**src/rtl/core/framed_command_parser_defines.svh**
```systemverilog
// Assertion macros shared by the framed command parser RTL.
// Included by modules that carry concurrent checks; no other dependencies.
`ifndef FRAMED_COMMAND_PARSER_DEFINES_SVH
`define FRAMED_COMMAND_PARSER_DEFINES_SVH
`ifndef SYNTHESIS
// Same-cycle implication, checked at every rising clock edge outside reset.
`define FCP_ASSERT_IMPLIES(label, clk, rst_n, ante, cons, msg) \
    label: assert property (@(posedge clk) disable iff (!rst_n) (ante) |-> (cons)) \
        else $error(msg);
// Next-cycle implication.
`define FCP_ASSERT_NEXT(label, clk, rst_n, ante, cons, msg) \
    label: assert property (@(posedge clk) disable iff (!rst_n) (ante) |=> (cons)) \
        else $error(msg);
`else
`define FCP_ASSERT_IMPLIES(label, clk, rst_n, ante, cons, msg)
`define FCP_ASSERT_NEXT(label, clk, rst_n, ante, cons, msg)
`endif
`endif

```
**src/rtl/core/fcp_pkg.sv**
```systemverilog
// Package for the framed command parser: types, character constants and
// the keyword lookup. No dependencies.
`default_nettype none

package fcp_pkg;

    localparam int unsigned KEYWORD_LEN = 4;
    localparam int unsigned MAX_DIGITS  = 9;
    localparam int unsigned MAX_BODY    = 255;

    localparam logic [7:0] CHAR_MINUS = 8'h2D;
    localparam logic [7:0] CHAR_ZERO  = 8'h30;
    localparam logic [7:0] CHAR_NINE  = 8'h39;

    localparam logic [7:0] START_CHAR_RESET = 8'd35;
    localparam logic [7:0] END_CHAR_RESET   = 8'd10;

    localparam logic [31:0] KW_CONT = 32'h434F_4E54;
    localparam logic [31:0] KW_EXTD = 32'h4558_5444;
    localparam logic [31:0] KW_STOP = 32'h5354_4F50;
    localparam logic [31:0] KW_PRNT = 32'h5052_4E54;

    typedef enum logic [2:0] {
        CMD_UNDEF = 3'd0,
        CMD_CONT  = 3'd1,
        CMD_EXTD  = 3'd2,
        CMD_STOP  = 3'd3,
        CMD_PRNT  = 3'd4
    } cmd_t;

    typedef enum logic [0:0] {
        CFG_START_CHAR = 1'b0,
        CFG_END_CHAR   = 1'b1
    } cfg_idx_t;

    typedef struct packed {
        logic [7:0]         body_length;
        logic signed [30:0] value;
        logic               is_numeric;
        cmd_t               cmd_type;
    } fcp_result_t;

    function automatic cmd_t kw_lookup(input logic [31:0] kw);
        cmd_t c;
        c = CMD_UNDEF;
        if (kw == KW_CONT)      c = CMD_CONT;
        else if (kw == KW_EXTD) c = CMD_EXTD;
        else if (kw == KW_STOP) c = CMD_STOP;
        else if (kw == KW_PRNT) c = CMD_PRNT;
        return c;
    endfunction

endpackage

`default_nettype wire

```
**src/rtl/core/fcp_body.sv**
```systemverilog
// Frame tracker and per-byte body parser; forms the result on the closing byte.
// Depends on fcp_pkg and framed_command_parser_defines.svh.
`default_nettype none
`include "framed_command_parser_defines.svh"

module fcp_body
    import fcp_pkg::*;
(
    input  wire logic        clk,
    input  wire logic        rst_n,
    input  wire logic        take,
    input  wire logic [7:0]  byte_in,
    input  wire logic [7:0]  start_char,
    input  wire logic [7:0]  end_char,
    output logic             res_valid,
    output fcp_result_t      res
);

    localparam logic [7:0] KwLen    = 8'(KEYWORD_LEN);
    localparam logic [7:0] MaxBody  = 8'(MAX_BODY);
    localparam logic [3:0] MaxDig   = 4'(MAX_DIGITS);

    logic        in_frame_reg,    in_frame_next;
    logic [7:0]  body_count_reg,  body_count_next;
    logic [31:0] kw_shift_reg,    kw_shift_next;
    logic [29:0] magnitude_reg,   magnitude_next;
    logic        minus_seen_reg,  minus_seen_next;
    logic        digits_ok_reg,   digits_ok_next;
    logic [3:0]  digit_count_reg, digit_count_next;

    logic        is_end;
    logic        is_digit;
    logic [3:0]  digit_val;
    logic [29:0] mag_times_ten;
    cmd_t        cmd;
    logic        numeric;
    logic [30:0] mag_ext;

    assign is_end    = (byte_in == end_char);
    assign is_digit  = (byte_in >= CHAR_ZERO) && (byte_in <= CHAR_NINE);
    assign digit_val = 4'(byte_in - CHAR_ZERO);
    assign mag_times_ten = 30'({magnitude_reg, 3'b000} + {magnitude_reg, 1'b0});

    // Result for a frame closed by the current byte.
    assign cmd     = (body_count_reg >= KwLen) ? kw_lookup(kw_shift_reg) : CMD_UNDEF;
    assign numeric = (cmd != CMD_UNDEF) && digits_ok_reg && (digit_count_reg <= MaxDig);
    assign mag_ext = {1'b0, magnitude_reg};

    always_comb
    begin
        res_valid       = take && in_frame_reg && is_end;
        res.cmd_type    = cmd;
        res.is_numeric  = numeric;
        res.body_length = body_count_reg;
        if (!numeric)
        begin
            res.value = '0;
        end
        else if (minus_seen_reg)
        begin
            res.value = 31'd0 - mag_ext;
        end
        else
        begin
            res.value = mag_ext;
        end
    end

    always_comb
    begin
        in_frame_next    = in_frame_reg;
        body_count_next  = body_count_reg;
        kw_shift_next    = kw_shift_reg;
        magnitude_next   = magnitude_reg;
        minus_seen_next  = minus_seen_reg;
        digits_ok_next   = digits_ok_reg;
        digit_count_next = digit_count_reg;
        if (take)
        begin
            if (!in_frame_reg || is_end)
            begin
                // Open a frame on the start byte, or close the current one.
                // Either way the body state starts over.
                in_frame_next    = !in_frame_reg && (byte_in == start_char);
                if (in_frame_reg || (byte_in == start_char))
                begin
                    body_count_next  = '0;
                    kw_shift_next    = '0;
                    magnitude_next   = '0;
                    minus_seen_next  = 1'b0;
                    digits_ok_next   = 1'b1;
                    digit_count_next = '0;
                end
            end
            else
            begin
                if (body_count_reg < KwLen)
                begin
                    kw_shift_next = {kw_shift_reg[23:0], byte_in};
                end
                else if ((byte_in == CHAR_MINUS) && (body_count_reg == KwLen))
                begin
                    minus_seen_next = 1'b1;
                end
                else if (is_digit)
                begin
                    if (digit_count_reg < MaxDig)
                    begin
                        magnitude_next = mag_times_ten + 30'(digit_val);
                    end
                    if (digit_count_reg <= MaxDig)
                    begin
                        digit_count_next = digit_count_reg + 4'd1;
                    end
                end
                else
                begin
                    digits_ok_next = 1'b0;
                end
                if (body_count_reg < MaxBody)
                begin
                    body_count_next = body_count_reg + 8'd1;
                end
            end
        end
    end

    always_ff @(posedge clk or negedge rst_n)
    begin
        if (!rst_n)
        begin
            in_frame_reg    <= 1'b0;
            body_count_reg  <= '0;
            kw_shift_reg    <= '0;
            magnitude_reg   <= '0;
            minus_seen_reg  <= 1'b0;
            digits_ok_reg   <= 1'b1;
            digit_count_reg <= '0;
        end
        else
        begin
            in_frame_reg    <= in_frame_next;
            body_count_reg  <= body_count_next;
            kw_shift_reg    <= kw_shift_next;
            magnitude_reg   <= magnitude_next;
            minus_seen_reg  <= minus_seen_next;
            digits_ok_reg   <= digits_ok_next;
            digit_count_reg <= digit_count_next;
        end
    end

    `FCP_ASSERT_IMPLIES(a_res_in_frame, clk, rst_n, res_valid, in_frame_reg, "result outside a frame")
    `FCP_ASSERT_NEXT(a_close_frame, clk, rst_n, res_valid, !in_frame_reg, "frame stayed open after close")
    `FCP_ASSERT_IMPLIES(a_digit_sat, clk, rst_n, 1'b1, digit_count_reg <= (MaxDig + 4'd1), "digit count ran past saturation")
    `FCP_ASSERT_IMPLIES(a_num_has_cmd, clk, rst_n, res_valid && res.is_numeric, res.cmd_type != CMD_UNDEF, "numeric result without a keyword")
    `FCP_ASSERT_IMPLIES(a_zero_value, clk, rst_n, res_valid && !res.is_numeric, res.value == 31'd0, "non-numeric result with nonzero value")

endmodule

`default_nettype wire

```
**src/rtl/core/fcp_out.sv**
```systemverilog
// Result register for the framed command parser output stream.
// Depends on fcp_pkg.
`default_nettype none

module fcp_out
    import fcp_pkg::*;
(
    input  wire logic        clk,
    input  wire logic        rst_n,
    input  wire logic        load,
    input  wire fcp_result_t res,
    input  wire logic        m_tready,
    output logic             m_tvalid,
    output fcp_result_t      res_q,
    output logic             can_take
);

    logic        valid_reg, valid_next;
    fcp_result_t data_reg;

    // A new word may enter whenever the register is empty or is drained now.
    assign can_take = !valid_reg || m_tready;
    assign m_tvalid = valid_reg;
    assign res_q    = data_reg;

    always_comb
    begin
        valid_next = valid_reg;
        if (load)
        begin
            valid_next = 1'b1;
        end
        else if (m_tready)
        begin
            valid_next = 1'b0;
        end
    end

    always_ff @(posedge clk or negedge rst_n)
    begin
        if (!rst_n)
        begin
            valid_reg <= 1'b0;
        end
        else
        begin
            valid_reg <= valid_next;
        end
    end

    always_ff @(posedge clk)
    begin
        if (load)
        begin
            data_reg <= res;
        end
    end

endmodule

`default_nettype wire

```
**src/rtl/core/framed_command_parser.sv**
```systemverilog
// Top level of the framed command parser: configuration registers, body
// parser and output register. Depends on fcp_pkg, fcp_body and fcp_out.
//
//  Channel  | Dir | Signals                        | Contents
//  ---------+-----+--------------------------------+---------------------------------
//  s_axis   | in  | s_tvalid s_tready s_tdata[7:0] | one received character per word
//  m_axis   | out | m_tvalid m_tready m_tdata[47:0]| one parsed command per frame
//  cfg      | in  | cfg_we cfg_addr cfg_wdata[7:0] | start and end character
//
// A word may be accepted on every clock edge while the output register can
// take a result, so the sustained rate is one character per cycle unless stalled.
// A closing character yields its result in the cycle after acceptance, from the
// output register. All other characters only update the body state.
// The input stalls only when the output register holds a word that the
// downstream side does not take in that same cycle.
// Reset (rst_n low, asynchronous) empties the output register, closes any
// open frame and restores the start and end characters to '#' and newline.
`default_nettype none

module framed_command_parser
    import fcp_pkg::*;
(
    input  wire logic        clk,
    input  wire logic        rst_n,
    // Input stream. s_tdata: [7:0] byte_in.
    input  wire logic        s_tvalid,
    output logic             s_tready,
    input  wire logic [7:0]  s_tdata,
    // Output stream. m_tdata: [2:0] cmd_type, [3] is_numeric, [34:4] value,
    // [42:35] body_length, [47:43] zero.
    output logic             m_tvalid,
    input  wire logic        m_tready,
    output logic [47:0]      m_tdata,
    // Configuration writes: index 0 start_char, index 1 end_char.
    input  wire logic        cfg_we,
    input  wire logic [0:0]  cfg_addr,
    input  wire logic [7:0]  cfg_wdata
);

    logic [7:0]  start_char_reg;
    logic [7:0]  end_char_reg;
    logic        take;
    logic        res_valid;
    fcp_result_t res;
    fcp_result_t res_q;
    logic        can_take;

    // Configuration registers; user to write only while the block is idle, unchecked.
    always_ff @(posedge clk or negedge rst_n)
    begin
        if (!rst_n)
        begin
            start_char_reg <= START_CHAR_RESET;
            end_char_reg   <= END_CHAR_RESET;
        end
        else if (cfg_we)
        begin
            case (cfg_idx_t'(cfg_addr))
                CFG_START_CHAR: start_char_reg <= cfg_wdata;
                CFG_END_CHAR:   end_char_reg   <= cfg_wdata;
                default:        start_char_reg <= start_char_reg;
            endcase
        end
    end

    assign s_tready = can_take;
    assign take     = s_tvalid && can_take;

    fcp_body u_body (
        .clk        (clk),
        .rst_n      (rst_n),
        .take       (take),
        .byte_in    (s_tdata),
        .start_char (start_char_reg),
        .end_char   (end_char_reg),
        .res_valid  (res_valid),
        .res        (res)
    );

    fcp_out u_out (
        .clk      (clk),
        .rst_n    (rst_n),
        .load     (res_valid),
        .res      (res),
        .m_tready (m_tready),
        .m_tvalid (m_tvalid),
        .res_q    (res_q),
        .can_take (can_take)
    );

    // Pack the result fields, lowest field in the lowest bits.
    assign m_tdata = {5'b0_0000, res_q.body_length, res_q.value, res_q.is_numeric,
                      res_q.cmd_type};

endmodule

`default_nettype wire

```
**config.mk**
```make
export PLATFORM = sky130hd
export DESIGN_NAME = framed_command_parser
export DESIGN_NICKNAME = d
export VERILOG_FILES = /design/src/rtl/core/fcp_pkg.sv /design/src/rtl/core/fcp_body.sv /design/src/rtl/core/fcp_out.sv /design/src/rtl/core/framed_command_parser.sv
export VERILOG_INCLUDE_DIRS = /design/src /design/src/rtl/core
export SDC_FILE = /design/constraint.sdc
export NUM_CORES = 1
export LEC_CHECK = 0
export BUFFER_PORTS_ARGS = -buffer_cell sky130_fd_sc_hd__buf_2
export CORE_ASPECT_RATIO = 0.75
export CORE_MARGIN = 3
export CORE_UTILIZATION = 50
export CTS_CLUSTER_SIZE = 14
export DETAILED_ROUTE_END_ITERATION = 16
export GPL_ROUTABILITY_DRIVEN = 0
export MAX_ROUTING_LAYER = met4
export PLACE_DENSITY = 0.77
export REMOVE_ABC_BUFFERS = 1
export SYNTH_ARGS = -nofsm -noshare
export SYNTH_HDL_FRONTEND = slang
export SYNTH_SLANG_ARGS = --single-unit
```
**constraint.sdc**
```tcl
create_clock -name clk -period 4.4 [get_ports clk]
set_clock_uncertainty 0.15 [all_clocks]
set_input_delay 0.66 -clock clk [delete_from_list [all_inputs] [get_ports clk]]
set_output_delay 0.66 -clock clk [all_outputs]
set_load 0.005 [all_outputs]
```
==> run metrics, run 1 <==
synth warn 0; ys flop type dfrtp_1; Max Fclk 287.6 MHz; CP peak stage delay between 600 and 700 ps; synthesized netlist cell count 797; area of the core 0.01557 mm2; DRC viols 0; total power between 3000 and 4000 uW; Ant. Diodes 0; Total Die Area approximately 0.018 mm2; Crit path arrival time 3650 ps; worst vdd ir 284.2 uV; global-route wire length before repair 30540 um; worst slew pin tran 1051 ps; Final Hold Viols 0; final setup vio count 0; largest net degree at the start of global routing 71; Setup WS pre-CTS roughly 560 ps; crit-path most repeated cell inv_1; die height between 100 and 150 um; count leader, synth dfrtp_1; Layout fillers between 1000 and 1500; Initial DRC Count 507; Setup Buffers After CTS 0; max reg flops 43; fin. max-slew vios 0; crit path max-delay cell type a2111oi_0; Tightest Hold Check Type input port to async pin; grt ovf 0; IO buf count between 60 and 70; CTS tree yes; number of synthesized flops with an enable pin 43; Max Cap Violations 0; Commonest cells post-synth dfrtp_1 (88), nand2_1 (76), ha_1 (60), nor2_1 (60), o21ai_0 (54); syn_area_per_cell 10.20 um2; antenna violations before repair 0; family with the most delay on the worst path compound AO/OA/AOI/OAI gates; clock-pin slew on the worst setup and hold paths 60 ps; clk root buf clkbuf_16; Avg WL per Cell 17.10 um; vias per inst 5.863; Leakage 0.004214 uW; CTS Buf Count 17; synthesized flop and latch total 137; crit path buf inv count 2; share of layout cells above drive strength 1 0.1607; crit path cell chain inv_1 -> fa_1 -> inv_1 -> ha_1 -> a21o_1 -> nand4_1 -> a2111oi_0 -> o31ai_1 -> a211oi_1 -> mux2i_1 -> nand2_1; initial core utilization 0.5224; Nets 942; final wirelength 18400 um; Seq/Total Area, Yosys 0.4490; post-synth top area share 0.2708; area of the multi-input gates 0.004253 mm2; Hold-fix buffers, CTS 0; post-route ant nets 0; Final Cell Area 0.009199 mm2; register area 0.003651 mm2; CP Class flop to flop; CP endpoint kind flop; CTS max path bufs 2; async set-or-reset flop fraction in the synthesized netlist 0.6861; Crit path required time ~4600 ps; top cells by area, synth dfrtp_1 (27%), edfxtp_1 (16%), ha_1 (9.2%); Placed Area 0.008636 mm2; max_slew headroom 0.2994; # clock sinks 137; crit path max fanout 8; top cell type by total area after synthesis dfrtp_1; worst setup slack after layout slightly above 900 ps; HPWL Detailed about 13000 um; clk_lat worst skew roughly 430 ps; Final Cycle Share 0.7904; final setup TNS 0 ps; critical path launch point type flop; outcome completed; P per Cell Area 361.8 mW/mm2; Die W approximately 150 um; GRT Total Usage 0.2196; H-tree depth 4; row cnt 39; post-synthesis cell area about 0.008 mm2; Synth cell types 70; fin crit period approximately 3500 ps; Synth-to-Final Area Change 13.13%; drt pass-1 iters 5; vias in the first global route roughly 6000; vias post-DR 6309; I/O Pins 72; post-CTS resize count 0; unrepaired setup endpoints after global routing no
## layer usage
metal / up-vias / track usage / wire, um
met1: 3039 / 0.3197 / 9068
met5: - / - / 0
met2: 183 / 0.3103 / 8006
met3: 26 / 0.04481 / 1046
li1: 3061 / - / -
met4: 0 / 0.06825 / 276
## stage by stage
stage,hold slack [ps],cells,util
floorplan,214.4,765,-
global placement,323.9,1044,0.5548
detailed placement,337.5,1044,0.5548
CTS,247.8,1076,0.5909
global route,281.6,1076,0.5909
finish,201.4,1076,0.5909
## placed cells by master (no fill, tap or decap), types with 6 or more instances in the layout
cell,synthesis,final
o31ai_1,16,16
inv_6,0,8
a22o_1,35,35
dfstp_2,6,6
o211ai_1,8,8
ha_1,60,60
nand2_1,76,76
xnor2_1,37,37
and3_1,8,8
buf_2,3,65
o21a_1,8,8
dfrtp_1,88,88
xor2_1,33,33
nor3_1,17,16
edfxtp_1,43,43
and2_1,6,6
or3_1,13,13
nand4_1,13,13
a21oi_1,39,39
a21o_1,7,7
a31oi_1,6,6
o21ai_0,54,52
inv_1,22,22
nand2b_1,10,10
nand4b_1,6,6
mux2_2,16,16
buf_4,5,9
nor2_1,60,59
clkbuf_16,0,17
## worst paths after layout
path / start / end / slack, ps / cells after the start
setup / recovery: u_body.magnitude_reg[2] / u_body.magnitude_reg[27] / 920 / 11
hold / removal: rst_n / u_body.kw_shift_reg[31] / 200 / 1
setup reg to reg: u_body.magnitude_reg[2] / u_body.magnitude_reg[27] / 920 / 11
hold reg to reg: u_body.digits_ok_reg / u_body.digits_ok_reg / 350 / 2
max in group asynchronous: rst_n / end_char_reg[1] / 2950 / 2
min in group clk: cfg_wdata[6] / end_char_reg[6] / 330 / 2
## where the power goes
| group | switching, uW | total, uW | internal, uW |
|---|---|---|---|
| Clock | 585 | 1380 | 790 |
| Combinational | 189 | 370 | 180 |
| Sequential | 130 | 1580 | 1450 |
## kinds of logic (layout without fill, tap and decap cells)
group                    after synthesis  after routing  synth area share
multiplexers                          19             19           0.02585
XOR/XNOR                              70             70           0.07540
AND/OR/NAND/NOR                      242            242            0.1486
adder cells (fa/ha/maj)               62             62           0.09725
buffers and inverters                 58            128           0.03231
AO/OA/AOI/OAI                        208            208            0.1711
flip-flops                           137            137            0.4490
other                                  1              5         0.0004612
## area by class of cell
| class | count | share of cell area |
|---|---|---|
| timing repair buffer | 74 | 0.04271 |
| multi-input combinational | 606 | 0.4623 |
| clock inverter | 14 | 0.01455 |
| tap | 205 | 0.02788 |
| clock buffer | 18 | 0.04665 |
| sequential | 137 | 0.3969 |
| inverter | 22 | 0.008977 |
Note: power is estimated with default switching activity, not from simulation.
==> run 2, diff against run 1 <==
--- a/config.mk
+++ b/config.mk
@@ -6,6 +6,7 @@
 export SDC_FILE = /design/constraint.sdc
 export NUM_CORES = 1
 export LEC_CHECK = 0
+export ABC_AREA = 1
 export BUFFER_PORTS_ARGS = -buffer_cell sky130_fd_sc_hd__buf_2
 export CORE_ASPECT_RATIO = 0.75
 export CORE_MARGIN = 3
@@ -14,7 +15,7 @@
 export DETAILED_ROUTE_END_ITERATION = 16
 export GPL_ROUTABILITY_DRIVEN = 0
 export MAX_ROUTING_LAYER = met4
-export PLACE_DENSITY = 0.77
+export PLACE_DENSITY = 0.79
 export REMOVE_ABC_BUFFERS = 1
 export SYNTH_ARGS = -nofsm -noshare
 export SYNTH_HDL_FRONTEND = slang
==> constraint.sdc (replaced) <==
create_clock -name clk -period 2.95 [get_ports clk]
set_clock_uncertainty 0.15 [all_clocks]
set_input_delay 0.4425 -clock clk [delete_from_list [all_inputs] [get_ports clk]]
set_output_delay 0.4425 -clock clk [all_outputs]
set_load 0.005 [all_outputs]
==> run 2 against run 1 <==
Against the previous run: utilization fell by 0.93 points; count of clock-buffer cells in the layout up 6; worst hold slack got worse by 98 ps; die area up 12%; power grew to 3.1 times the previous value; critical path depth down 1.
==> run metrics, run 2 <==
outcome completed; I/O Pins 72 (unchanged); CTS tree yes; total power 10410 uW (+210%); Seq/Total Area, Yosys 0.3990 (-0.04998); CP Class flop to flop; unrepaired setup endpoints after global routing no; top cell type by total area after synthesis dfrtp_1; Total Die Area 0.01998 mm2 (+12%); initial core utilization 0.5136 (-0.008760); vias post-DR 8329 (+32%); Layout fillers 1551 (+22%); Hold-fix buffers, CTS 1 (+1); die height 123.2 um (+5.8%); crit path max-delay cell type dfrtp_1; async set-or-reset flop fraction in the synthesized netlist 0.6861 (unchanged); GRT Total Usage 0.2487 (+0.02905); CP peak stage delay 520 ps (-110 ps); number of synthesized flops with an enable pin 43 (unchanged); synthesized flop and latch total 137 (unchanged); worst slew pin tran 583.8 ps (-467.1 ps); sequential power share 0.281 (-0.195); clock-pin slew on the worst setup and hold paths 60 ps (about the same); Leakage 0.005495 uW (+30%); Initial DRC Count 836 (+65%); synthesized netlist cell count 1234 (+55%); syn_area_per_cell 7.415 um2 (-27%); count leader, synth nand2_1; Final Cell Area 0.01036 mm2 (+13%); ys flop type dfrtp_1; Synth Area in Adders 0.08642 (-0.01082); post-route ant nets 0 (unchanged); crit-path most repeated cell nand2_1; largest net degree at the start of global routing 41 (-42%); Nets 1393 (+48%); main combinational cell family by area after synthesis simple AND/OR/NAND/NOR gates; Avg WL per Cell 14.88 um (-13%); clk root buf clkbuf_16; Synth-to-Final Area Change 13.25%; most frequent cells in the layout nand2_1 (377), inv_1 (180), nor2_1 (136), dfrtp_1 (88), nand3_1 (73); H-tree depth 4 (unchanged); Commonest cells post-synth nand2_1 (377), inv_1 (180), nor2_1 (137), dfrtp_1 (88), nand3_1 (73); DRC viols 0 (unchanged); max reg flops 43 (unchanged); CTS Buf Count 17 (unchanged); final wirelength 23270 um (+26%); Comb pwr share 0.517 (+0.406); post-CTS resize count 0 (unchanged); fin. max-slew vios 0 (unchanged); Final Core Density 0.5817 (-0.009266); vias in the first global route 7580 (+28%); Final Cycle Share 0.9074 (+0.1170); crit path max fanout 8 (unchanged); P per Cell Area 1004 mW/mm2 (+180%); post-synth top area share 0.2407 (-0.03014); drt pass-1 iters 5 (unchanged); Crit path arrival time 2870 ps (-780 ps); Pint 5592 uW (+130%); fin crit period 2677 ps (-800.8 ps); synth warn 0 (unchanged); max_slew headroom 0.6067 (+0.3073); Synth Area in Compound Gates 0.07712 (-0.09398); clk_lat worst skew 420 ps (about the same); mux cell area share after synthesis 0 (-0.02585); antenna violations before repair 0 (unchanged); commonest non-fill, non-tap cell in the layout nand2_1; Crit path required time 3150 ps (-1420 ps); Tightest Hold Check Type input port to flop; Clk pwr share 0.203 (-0.210); Max Fclk 373.6 MHz (+30%); critical path launch point type flop; Placed Area 0.009762 mm2 (+13%); grt ovf 0 (unchanged); HPWL Detailed 16870 um (+28%); Max Cap Violations 0 (unchanged); final setup vio count 0 (unchanged); vias per inst 5.325 (-9.2%); share of layout cells above drive strength 1 0.1059 (-0.05483); worst vdd ir 494.2 uV (+74%); top cells by area, synth dfrtp_1 (24%), nand2_1 (15%), edfxtp_1 (14%); area of the multi-input gates 0.004662 mm2 (+9.6%); Setup Buffers After CTS 0 (unchanged); global-route wire length before repair 38340 um (+26%); Synth Area in Simple Gates 0.2943 (+0.1456); # clock sinks 137 (unchanged); crit path cell chain ha_1 -> ha_1 -> nand2_1 -> nor2_1 -> nand2_1 -> nor2_1 -> nand2_1 -> nand4_1 -> nand3_1 -> o21ai_1; IO buf count 66 (unchanged); CTS max path bufs 2 (unchanged); register area 0.003651 mm2 (unchanged); Final Hold Viols 0 (unchanged); xor/xnor share of the synthesized area 0.04882 (-0.02658); switching share of power 0.4627 (+0.1910); Die W 162.2 um (+5.8%); Synth cell types 45 (-36%); post-synthesis cell area 0.009150 mm2 (+13%); Ant. Diodes 0 (unchanged); Sw Pwr 4816 uW (+430%); row cnt 42 (+7.7%); area of the core 0.01781 mm2 (+14%); CP endpoint kind flop
run 2: cell types whose count changed after synthesis, sizes merged, moves of 11 or more:
cell    before  now
xnor2       37   25
or3         13    0
nand3        5   75
o22ai        2   30
a22o        35    0
clkbuf      24    4
mux2        16    0
nand2b      11    0
inv         22  187
nand2       76  383
a21oi       39   26
o31ai       17    0
nor2        62  142
run 2: cells by family (layout without fill, tap and decap cells):
logic type / after synthesis / in the layout
xor gates and xnor gates: 51 / 51
buffers and inverters: 214 / 298
DFF: 137 / 137
other: 1 / 5
and+or+nand+nor: 644 / 644
AOI/OAI and AO/OA: 125 / 125
adders and majority gates: 62 / 62
run 2: area by class of cell:
cell class | instances | area share
clock buffers | 24 | 0.05156
multi-input cells | 887 | 0.4499
flip-flops and latches | 137 | 0.3523
inverters | 188 | 0.06810
repair buffers | 78 | 0.04347
clock inverters | 8 | 0.005433
well taps | 242 | 0.02922
run 2: path summary, 6_finish.rpt:
path | slack, ps | startpoint | endpoint | cells after the start
setup / recovery | 270 | u_body.magnitude_reg[18] | u_body.magnitude_reg[24] | 10
hold / removal | 100 | cfg_wdata[3] | end_char_reg[3] | 3
setup reg to reg | 270 | u_body.magnitude_reg[18] | u_body.magnitude_reg[24] | 10
hold reg to reg | 350 | start_char_reg[0] | start_char_reg[0] | 2
max in group asynchronous | 1570 | rst_n | u_body.digits_ok_reg | 3
min in group asynchronous | 390 | rst_n | end_char_reg[7] | 2
run 2: critical path, delay by kind of cell (launching register included):
family	cells	cell delay, ps
AND/OR/NAND/NOR	7	1010
adder cells (fa/ha/maj)	2	780
flip-flops	1	520
AO/OA/AOI/OAI	1	140
run 2: power groups by stage:
| stage | combinational (uW) | sequential, uW | clock (uW) |
|---|---|---|---|
| finish | 5380 | 2920 | 2110 |
| global route | 6100 | 2970 | 2220 |
| CTS | 5280 | 2900 | 2120 |
| detailed placement | 5170 | 2920 | 0 |
| global placement | 5090 | 2910 | 0 |
| floorplan | 3960 | 2790 | 0 |
run 2: per-layer routing:
metal  global-route usage  wire, um  vias to the layer above
li1                     -         -                     4092
met1               0.3592     11200                     3800
met2               0.3536      9500                      385
met3              0.05894      2038                       52
met4              0.06233       536                        0
met5                    -         0                        -
run 2: per-stage QoR:
stage / setup slack, ps / TNS, ps / cells / hold slack [ps]
3_5_place_dp: 184.3 / 0 / 1531 / 309.0
3_3_place_gp: 227.3 / 0 / 1531 / 304.0
2_1_floorplan: -446.1 / -19450 / 1212 / -3.091
5_1_grt: 50.23 / 0 / 1564 / 126.5
6_report: 273.2 / 0 / 1564 / 103.5
4_1_cts: 326.9 / 0 / 1564 / 102.6
